File: config.mk
export PLATFORM = sky130hd
export DESIGN_NAME = sfd_ctrl
export DESIGN_NICKNAME = d
export VERILOG_FILES = /design/src/rtl/sfd_pkg.sv /design/src/rtl/sfd_ctrl.sv
export SDC_FILE = /design/constraint.sdc
export NUM_CORES = 1
export LEC_CHECK = 0
export BUFFER_PORTS_ARGS = -buffer_cell sky130_fd_sc_hd__buf_4
export CAP_MARGIN = 25
export CELL_PAD_IN_SITES_DETAIL_PLACEMENT = 0
export CELL_PAD_IN_SITES_GLOBAL_PLACEMENT = 1
export CORE_AREA = 4 4 41 43
export CTS_CLUSTER_DIAMETER = 40
export CTS_CLUSTER_SIZE = 8
export DETAILED_ROUTE_END_ITERATION = 10
export DIE_AREA = 0 0 45 47
export PLACE_DENSITY = 0.48
export SYNTH_ARGS = -nofsm -noshare
export SYNTH_HDL_FRONTEND = slang
export SYNTH_SLANG_ARGS = --single-unit
File: constraint.sdc
create_clock -name clk -period 1.7 [get_ports clk]
set_clock_uncertainty 0.05 [all_clocks]
set_input_delay 0.34 -clock clk [delete_from_list [all_inputs] [get_ports clk]]
set_output_delay 0.34 -clock clk [all_outputs]
set_load 0.01 [all_outputs]
File: src/rtl/sfd_pkg.sv
// Shared types, constants and helpers for the stereo feedback delay.
`timescale 1ns / 1ps

package sfd_pkg;

  localparam int SAMPLE_W  = 16;
  localparam int ADDR_W    = 17;
  localparam int DELAY_W   = 17;
  localparam int FB_W      = 15;
  localparam int MIX_W     = 16;
  localparam int CFG_IDX_W = 2;
  localparam int CFG_W     = 17;
  localparam int SAT_W     = 36;

  localparam logic [FB_W-1:0]  FB_MAX  = FB_W'(31130);
  localparam logic [MIX_W-1:0] MIX_ONE = MIX_W'(32768);

  localparam logic [DELAY_W-1:0] DELAY_RST = DELAY_W'(24000);
  localparam logic [FB_W-1:0]    FB_RST    = FB_W'(9830);
  localparam logic [MIX_W-1:0]   MIX_RST   = MIX_W'(16384);

  localparam logic [CFG_IDX_W-1:0] REG_ENABLED = CFG_IDX_W'(0);
  localparam logic [CFG_IDX_W-1:0] REG_DELAY   = CFG_IDX_W'(1);
  localparam logic [CFG_IDX_W-1:0] REG_FB      = CFG_IDX_W'(2);
  localparam logic [CFG_IDX_W-1:0] REG_MIX     = CFG_IDX_W'(3);

  localparam logic OP_PROCESS = 1'b0;
  localparam logic OP_CLEAR   = 1'b1;

  // controller -> datapath
  typedef struct packed {
    logic load;
    logic clear;
    logic read;
    logic mult;
    logic emit;
  } sfd_cmd_t;

  // datapath -> controller
  typedef struct packed {
    logic out_busy;
  } sfd_status_t;

  function automatic logic signed [SAMPLE_W-1:0] sat_sample(input logic signed [SAT_W-1:0] x);
    logic signed [SAT_W-1:0] hi;
    logic signed [SAT_W-1:0] lo;
    hi = SAT_W'((64'sd1 <<< (SAMPLE_W - 1)) - 64'sd1);
    lo = -hi - SAT_W'(1);
    if (x > hi) begin
      sat_sample = hi[SAMPLE_W-1:0];
    end else if (x < lo) begin
      sat_sample = lo[SAMPLE_W-1:0];
    end else begin
      sat_sample = x[SAMPLE_W-1:0];
    end
  endfunction

endpackage

File: src/rtl/sfd_ctrl.sv
// Controller: sequences one request through read, multiply and accumulate, or through a clear.
`timescale 1ns / 1ps

module sfd_ctrl
  import sfd_pkg::*;
(
  input  logic        clk,
  input  logic        rst,
  input  logic        in_valid,
  input  logic        in_op,
  output logic        in_ready,
  input  sfd_status_t status,
  output sfd_cmd_t    cmd
);

  typedef enum logic [4:0] {
    S_IDLE  = 5'b00001,
    S_CLEAR = 5'b00010,
    S_READ  = 5'b00100,
    S_MULT  = 5'b01000,
    S_ACC   = 5'b10000
  } state_t;

  state_t state;
  state_t state_next;

  always_ff @(posedge clk) begin
    if (rst) begin
      state <= S_IDLE;
    end else begin
      state <= state_next;
    end
  end

  always_comb begin
    state_next = state;
    cmd        = '0;
    case (state)
      S_IDLE: begin
        if (in_valid) begin
          cmd.load   = 1'b1;
          state_next = (in_op == OP_CLEAR) ? S_CLEAR : S_READ;
        end
      end
      S_CLEAR: begin
        cmd.clear  = 1'b1;
        state_next = S_IDLE;
      end
      S_READ: begin
        cmd.read   = 1'b1;
        state_next = S_MULT;
      end
      S_MULT: begin
        cmd.mult   = 1'b1;
        state_next = S_ACC;
      end
      S_ACC: begin
        // hold the finished sample until the output register frees up
        if (!status.out_busy) begin
          cmd.emit   = 1'b1;
          state_next = S_IDLE;
        end
      end
      default: state_next = S_IDLE;
    endcase
  end

  assign in_ready = (state == S_IDLE);

endmodule

==> results of run 1 <==
[routing by layer]
layer  global-route usage, %  routed length [um]  part of all wire [%]
met1                    8.20                 281                    44
met2                    11.0                 297                    46
met3                    3.07                  65                    10
met4                    5.26                   0                     0
met5                       0                   0                     0
[area by class of cell]
type                            instances  area (um2)  area share [%]
Tap cell                               15        18.8            4.40
Timing Repair Buffer                   13         101            23.8
Multi-Input combinational cell         19         170            39.9
Sequential cell                         5         103            24.0
Inverter                                2        7.51            1.76
Clock buffer                            4        26.3            6.16
[per-stage QoR]
step                      setup slack (ns)  std cells  total power [mW]
after global routing               -0.0576         58             0.358
after CTS                          -0.0172         57             0.338
after global placement               0.165         52             0.195
after detailed placement             0.166         52             0.195
final                             -0.00998         58             0.337
after floorplan                      0.266         27             0.165
[worst max-delay path by stage]
| stage | from | end | slack, ns | cells after the start |
|---|---|---|---|---|
| 6_report | state[3] | cmd[2] | -0.01 | 3 |
| 2_1_floorplan | state[4] | cmd[3] | 0.27 | 2 |
| 3_3_place_gp | state[4] | cmd[2] | 0.17 | 3 |
| 5_1_grt | state[2] | cmd[4] | -0.06 | 4 |
| 3_5_place_dp | state[2] | cmd[4] | 0.17 | 4 |
| 4_1_cts | state[3] | cmd[2] | -0.02 | 3 |
[cells by family after synthesis]
family          after synthesis  share of synthesized area [%]
flops                         5                           36.9
simple gates                 16                           47.9
buf+inv                       3                           5.53
compound gates                3                           9.68
[where the power goes]
| group | internal [mW] | total [mW] | switching [mW] |
|---|---|---|---|
| sequential | 0.124 | 0.132 | 0.00826 |
| combinational | 0.0416 | 0.0693 | 0.0277 |
| clock | 0.0887 | 0.136 | 0.0474 |
[timing repair]
| item | 4_1_cts | 5_1_grt |
|---|---|---|
| gates cloned | 0 | 0 |
| pin swaps | 3 | 1 |
| setup endpoints to repair | 4 | 3 |
| buffers inserted | 1 | 1 |
| gates resized for setup | 4 | 2 |
[cell usage in the layout (no fill, tap or decap), drive strengths merged]
cell type / synthesis / layout
buf: 1 / 13
and2: 2 / 2
or3: 1 / 1
and2b: 1 / 1
a2111oi: 1 / 1
and4b: 1 / 1
o31ai: 1 / 1
nand2: 1 / 1
and3: 1 / 1
clkbuf: 0 / 4
dfxtp: 5 / 5
inv: 2 / 2
a41oi: 1 / 1
nor4b: 2 / 2
nand2b: 1 / 1
nand3b: 1 / 1
nor3: 2 / 2
nor3b: 2 / 2
nor2: 1 / 1
[synth_stat cells, drive strengths merged]
cell / n
dfxtp: 5
and2: 2
inv: 2
nor3: 2
nor3b: 2
nor4b: 2
a2111oi: 1
a41oi: 1
and2b: 1
and3: 1
and4b: 1
buf: 1
nand2: 1
nand2b: 1
nand3b: 1
nor2: 1
o31ai: 1
or3: 1
[critical path: cells and delay by family, from the launching register on]
kind | cells | cell delay (ns)
DFF | 1 | 0.34
buffers and inverters | 1 | 0.13
and+or+nand+nor | 2 | 0.62
==> impl_metrics.json, run 1 <==
{
  "cp.required_ns": 1.31,
  "hp-class": "in -> reg",
  "design_area_um2": 427,
  "grt_max_degree": 7,
  "power_density_nw_per_um2": 791,
  "track_usage_pct": 7.27,
  "whs_ns": 0.213,
  "post-route-util_pct": 32.8,
  "dp_hpwl_um": 503,
  "n_antenna_cell": 0,
  "start_util_pct": 20.9,
  "yosys.area.top_type": "dfxtp_1",
  "cts.sinks": 5,
  "crit_path_max_fanout": 5,
  "ir_drop_uv": 360,
  "place_congestion": 0.673,
  "fillers": 152,
  "ys_top_cells_by_area": "dfxtp_1 37%, nor3b_4 6.9%, nor4b_2 5.5%",
  "antenna_found_initial": 0,
  "drc": 0,
  "worstPathArrival_ns": 1.32,
  "dr.pass1.iters": 3,
  "clk_latency_ns": 0.24,
  "final_nets": 49,
  "routed_via_density": 4.47,
  "cp-start-kind": "flop",
  "globalRouteOverflowTotal": 0,
  "finalMaxSlewViolations": 0,
  "max_stage_delay_ns": 0.41,
  "grt_pass1_vias": 264,
  "largest_reg_flops": 5,
  "yosysSeqAreaShare_pct": 36.9,
  "clockRootBuffer": "clkbuf_4",
  "top_register": "state",
  "first_iter_violations": 4,
  "dieArea_um2": 2120,
  "r2r-end": "state[0]",
  "synth_top_area_share_pct": 36.9,
  "place_area_um2": 365,
  "violations": "negative setup slack",
  "hold_path_end": "state[2]",
  "period_share_pct": 101,
  "vias": 259,
  "ioPinCount": 11,
  "cts_hold_buf": 0,
  "drtAntennaViolNets": 0,
  "tightestPinTransition_ns": 0.454,
  "drive_gt1_share_pct": 55.8,
  "rows": 13,
  "synthDistinctLibCells": 20,
  "max_cap_viol_count": 0,
  "reg2reg_slack_ns": 0.36,
  "cts_buffers": 3,
  "syn_nets": 32,
  "slowest_stage": "or3_4",
  "tns_ns": -0.00998,
  "crit_type": "reg -> out",
  "mappedNetlistArea_um2": 272,
  "ctsLongestPathBuffers": 2,
  "regToRegStartpoint": "state[3]",
  "min_period_ns": 1.71,
  "clk_pin_slew_worst_paths_ns": 0.04,
  "cts.htree.levels": 1,
  "r2r_cells": 4,
  "synth-seq-cells": 5,
  "slew_headroom_pct": 69.6,
  "io_buffers": 10,
  "cts_tree": "yes",
  "grt_pass1_wl_um": 1090,
  "status": "finished with violations",
  "synthCells": 27,
  "cp-end-kind": "primary output",
  "max_freq_mhz": 585,
  "min_from": "in_op",
  "holdPathStages": 2,
  "post_drt_wl_per_cell_um": 11.1,
  "fp.dieW_um": 45,
  "top_regs": "state x5",
  "p_leak_nw": 0.178,
  "hold_viol": 0,
  "routed_wl_um": 644,
  "avgSynthCellArea_um2": 10.1,
  "setup_slack_ns": -0.00998,
  "rsz0062_at_grt": "true",
  "core_um2": 1300,
  "syn_to_final_growth_pct": 57.1,
  "ys_warn_count": 0,
  "finalSetupViolations": 1,
  "die_h_um": 47,
  "path_cells": "or3_4 > nor3b_4 > buf_6"
}
Note: power is estimated with default switching activity, not from simulation.
==> run 2: changes to the inputs <==
--- a/config.mk
+++ b/config.mk
@@ -15,6 +15,7 @@
 export DETAILED_ROUTE_END_ITERATION = 10
 export DIE_AREA = 0 0 45 47
 export PLACE_DENSITY = 0.48
+export SETUP_SLACK_MARGIN = 0.3
 export SYNTH_ARGS = -nofsm -noshare
 export SYNTH_HDL_FRONTEND = slang
 export SYNTH_SLANG_ARGS = --single-unit
==> impl_metrics.json, run 2 (synthesized netlist as in run 1, its figures left out) <==
{
  "start_util_pct": 20.9,
  "ctsLongestPathBuffers": 2,
  "path_buf_inv": 1,
  "first_iter_violations": 0,
  "power_frac_comb_pct": 30.8,
  "final_nets": 56,
  "syn_to_final_growth_pct": 110,
  "largest_reg_flops": 5,
  "p_leak_nw": 0.239,
  "setup_slack_ns": -0.0112,
  "track_usage_pct": 9.41,
  "crit_path_max_fanout": 3,
  "routed_via_density": 4.63,
  "vias": 301,
  "post-route-util_pct": 43.8,
  "seqPwrFrac_pct": 34.8,
  "fillers": 136,
  "top_regs": "state x5",
  "dieArea_um2": 2120,
  "core_um2": 1300,
  "drtAntennaViolNets": 0,
  "drive_gt1_share_pct": 80.0,
  "grt_pass1_vias": 311,
  "hold_path_end": "state[2]",
  "antenna_found_initial": 0,
  "post_drt_wl_per_cell_um": 13.1,
  "clkPwrFrac_pct": 34.4,
  "path_cells": "or3_4 > nor3b_4 > buf_4",
  "drc": 0,
  "cp-start-kind": "flop",
  "clk_pin_slew_worst_paths_ns": 0.04,
  "placed_cells": 51,
  "hold_viol": 0,
  "cts_hold_buf": 0,
  "dp_hpwl_um": 556,
  "min_period_ns": 1.71,
  "max_cap_viol_count": 0,
  "seqCellArea_um2": 116,
  "routed_wl_um": 849,
  "r2r_cells": 7,
  "cts.sinks": 5,
  "max_freq_mhz": 584,
  "clockRootBuffer": "clkbuf_4",
  "slowest_stage": "or3_4",
  "grt_pass1_wl_um": 1380,
  "switchingPower_mw": 0.102,
  "final_cell_mix": "16 x buf_4, 4 x buf_6, 4 x dfxtp_4, 3 x clkbuf_4, 2 x inv_1",
  "top_register": "state",
  "rows": 13,
  "power_density_nw_per_um2": 681,
  "cts_buffers": 3,
  "violations": "negative setup slack",
  "rsz0062_at_grt": "true",
  "cp.required_ns": 1.31,
  "internal-power_mw": 0.287,
  "finalMaxSlewViolations": 0,
  "fp.dieW_um": 45,
  "pre_cts_slack_ns": 0.156,
  "crit_type": "reg -> out",
  "regToRegStartpoint": "state[2]",
  "n_antenna_cell": 0,
  "total_power_mw": 0.389,
  "slew_headroom_pct": 69.8,
  "period_share_pct": 101,
  "globalRouteOverflowTotal": 0,
  "cpLargestDelayFamily": "simple AND/OR/NAND/NOR gates",
  "mostFrequentLayoutCell": "buf_4",
  "finalSetupViolations": 1,
  "dr.pass1.iters": 1,
  "worstPathArrival_ns": 1.32,
  "multi_input_area_um2": 236,
  "grt_max_degree": 7,
  "r2r-end": "state[4]",
  "die_h_um": 47,
  "holdPathStages": 2,
  "ioPinCount": 11,
  "cts.htree.levels": 1,
  "clk_latency_ns": 0.24,
  "status": "finished with violations",
  "reg2reg_slack_ns": 0.28,
  "max_stage_delay_ns": 0.41,
  "final_cells": 65,
  "cts_tree": "yes",
  "switching_share_pct": 26.3,
  "cp-end-kind": "primary output",
  "hp-class": "in -> reg",
  "io_buffers": 10,
  "ir_drop_uv": 348,
  "min_from": "in_op",
  "place_congestion": 0.643,
  "tightestPinTransition_ns": 0.453
}
==> run 2: changes by cell type in the layout (fill, tap and decap cells not counted), moves of 3 or more <==
cell / before / now
buf_6: 1 / 4
dfxtp_4: 0 / 4
buf_4: 12 / 16
dfxtp_1: 3 / 0
==> run 2: repair_timing <==
item	in CTS	in global routing
buffers inserted	5	5
setup endpoints to repair	6	8
gates resized for setup	7	16
gates cloned	0	0
pin swaps	4	5
==> run 2: final cells by class <==
cell class,instances,area share (%)
flip-flops and latches,5,20.4
well taps,15,3.29
multi-input cells,19,41.4
inverters,2,1.32
clock buffers,4,4.61
repair buffers,20,28.9
==> run 2: how the worst max path moves through the flow <==
stage / start / endpoint / slack (ns) / cells past startpoint
after detailed placement: state[4] / cmd[2] / 0.16 / 3
after floorplan: state[1] / cmd[4] / 0.33 / 3
after global routing: state[3] / cmd[2] / -0.07 / 3
final: state[3] / cmd[2] / -0.01 / 3
after global placement: state[4] / cmd[2] / 0.15 / 3
after CTS: state[3] / cmd[2] / -0.01 / 3
==> run 2: power by group through the flow <==
stage / registers, mW / logic (mW) / clock network [mW]
after global placement: 0.135 / 0.0612 / 0
after global routing: 0.136 / 0.130 / 0.151
after detailed placement: 0.136 / 0.0616 / 0
final: 0.135 / 0.120 / 0.134
after floorplan: 0.133 / 0.0354 / 0
after CTS: 0.135 / 0.0828 / 0.139
==> run 2: layer usage <==
metal	vias up	wire length, um	part of all wire [%]	track usage (%)
li1	149	-	-	-
met1	143	340	40	10.0
met2	9	454	53	15.5
met3	0	54	6.4	5.36
met4	0	0	0	3.51
met5	-	0	0	0
==> run 2: worst reg2reg max path, stage by stage, from the launching register on <==
cell and delay (ns):
dfxtp_4 0.35, nor3_4 0.21, buf_6 0.12, buf_4 0.09, buf_4 0.09, buf_4 0.10, a41oi_4 0.13, and2_1 0.17
==> run 2: through the flow <==
step	hold WS, ns	setup TNS (ns)	cell area [um2]
final	0.210	-0.0112	571
after global routing	0.201	-0.0981	571
after CTS	0.209	-0.0137	450
after detailed placement	0.470	0	374
after global placement	0.466	0	374
after floorplan	0.361	0	288
==> run 3: changes to the inputs <==
--- a/config.mk
+++ b/config.mk
@@ -7,7 +7,7 @@
 export LEC_CHECK = 0
 export BUFFER_PORTS_ARGS = -buffer_cell sky130_fd_sc_hd__buf_4
 export CAP_MARGIN = 25
-export CELL_PAD_IN_SITES_DETAIL_PLACEMENT = 0
+export CELL_PAD_IN_SITES_DETAIL_PLACEMENT = 1
 export CELL_PAD_IN_SITES_GLOBAL_PLACEMENT = 1
 export CORE_AREA = 4 4 41 43
 export CTS_CLUSTER_DIAMETER = 40
==> impl_metrics.json, run 3 (synthesized netlist as in run 1, its figures left out) <==
{
  "vias": 269,
  "die_h_um": 47,
  "power_density_nw_per_um2": 733,
  "final_cell_mix": "13 x buf_4, 4 x dfxtp_2, 3 x clkbuf_4",
  "dieArea_um2": 2120,
  "max_stage_delay_ns": 0.40,
  "drtAntennaViolNets": 0,
  "slew_headroom_pct": 71.8,
  "violations": "negative setup slack",
  "cts_tree": "yes",
  "track_usage_pct": 8.23,
  "drc": 0,
  "cp-end-kind": "primary output",
  "n_antenna_cell": 0,
  "drive_gt1_share_pct": 71.1,
  "final_cells": 60,
  "syn_to_final_growth_pct": 71.4,
  "antenna_found_initial": 0,
  "period_share_pct": 102,
  "first_iter_violations": 1,
  "min_period_ns": 1.73,
  "place_area_um2": 374,
  "top_regs": "state x5",
  "dr.pass1.iters": 2,
  "grt_max_degree": 7,
  "worstPathArrival_ns": 1.34,
  "clockRootBuffer": "clkbuf_4",
  "placed_cells": 51,
  "grt_pass1_vias": 278,
  "start_util_pct": 20.9,
  "finalMaxSlewViolations": 0,
  "io_buffers": 10,
  "design_area_um2": 465,
  "p_leak_nw": 0.195,
  "max_cap_viol_count": 0,
  "cp.required_ns": 1.31,
  "slowest_stage": "or3_4",
  "largest_reg_flops": 5,
  "total_power_mw": 0.341,
  "cts_hold_buf": 0,
  "clk_pin_slew_worst_paths_ns": 0.04,
  "place_congestion": 0.643,
  "fp.dieW_um": 45,
  "cts_buffers": 3,
  "dp_hpwl_um": 553,
  "routed_wl_um": 768,
  "status": "finished with violations",
  "crit_type": "reg -> out",
  "cts.htree.levels": 1,
  "clk_latency_ns": 0.24,
  "hold_viol": 0,
  "cp-start-kind": "flop",
  "path_cells": "or3_4 > nor3b_4 > buf_6",
  "rsz0062_at_grt": "true",
  "grt_pass1_wl_um": 1180,
  "globalRouteOverflowTotal": 0,
  "post_drt_wl_per_cell_um": 12.8,
  "core_um2": 1300,
  "ir_drop_uv": 254,
  "cts.sinks": 5,
  "mostFrequentLayoutCell": "buf_4",
  "max_freq_mhz": 579,
  "finalSetupViolations": 1,
  "routed_via_density": 4.48,
  "rows": 13,
  "ioPinCount": 11,
  "hp-class": "in -> reg",
  "post-route-util_pct": 35.8,
  "tns_ns": -0.0257,
  "final_nets": 51,
  "fillers": 153,
  "top_register": "state",
  "crit_path_max_fanout": 2,
  "ctsLongestPathBuffers": 2,
  "tightestPinTransition_ns": 0.421,
  "setup_slack_ns": -0.0257
}
## run 3: cell count changes in the layout (fill, tap and decap cells not counted), sizes merged
cell / delta
buf: -5
## run 3: final cells by class
cell class	instances	area, um2	share of cell area, %
Clock buffer	4	26.3	5.65
Inverter	2	7.51	1.61
Multi-Input combinational cell	19	184	39.5
Sequential cell	5	109	23.4
Tap cell	15	18.8	4.03
Timing Repair Buffer	15	120	25.8
## run 3: what timing repair did
action | 4_1_cts | 5_1_grt
endpoints found under the setup margin | 6 | 6
pin swaps | 4 | 2
buffers inserted | 3 | 2
resized for setup | 6 | 5
gates cloned | 0 | 0
## run 3: path summary, 6_finish.rpt
check             startpoint        to  slack, ns  cells after the start
setup / recovery    state[4]    cmd[2]      -0.03                      3
hold / removal         in_op  state[2]       0.22                      2
setup reg to reg    state[4]  state[0]       0.27                      5
hold reg to reg     state[0]  state[0]       0.58                      2
## run 3: per-layer routing
metal	track usage, %	wire length (um)	vias to the layer above
met4	5.26	0	0
met1	7.53	305	124
met2	13.8	408	9
met5	0	0	-
met3	4.98	54	0
li1	-	-	136
## run 3: stage by stage
stage	setup WS (ns)	hold slack, ns
floorplan	0.333	0.361
finish	-0.0257	0.215
detailed placement	0.161	0.472
global route	-0.0767	0.206
CTS	-0.0148	0.209
global placement	0.154	0.466
## run 3: where the power goes
part | switching, mW | internal, mW | total [mW]
Sequential | 0.0107 | 0.123 | 0.134
Clock | 0.0465 | 0.0886 | 0.135
Combinational | 0.0276 | 0.0444 | 0.0720
Total | 0.0848 | 0.256 | 0.341
## run 3: critical path, delay by kind of cell, from the launching register on
| family | cells | cell delay [ns] |
|---|---|---|
| flops | 1 | 0.33 |
| simple gates | 2 | 0.63 |
| buf+inv | 1 | 0.13 |
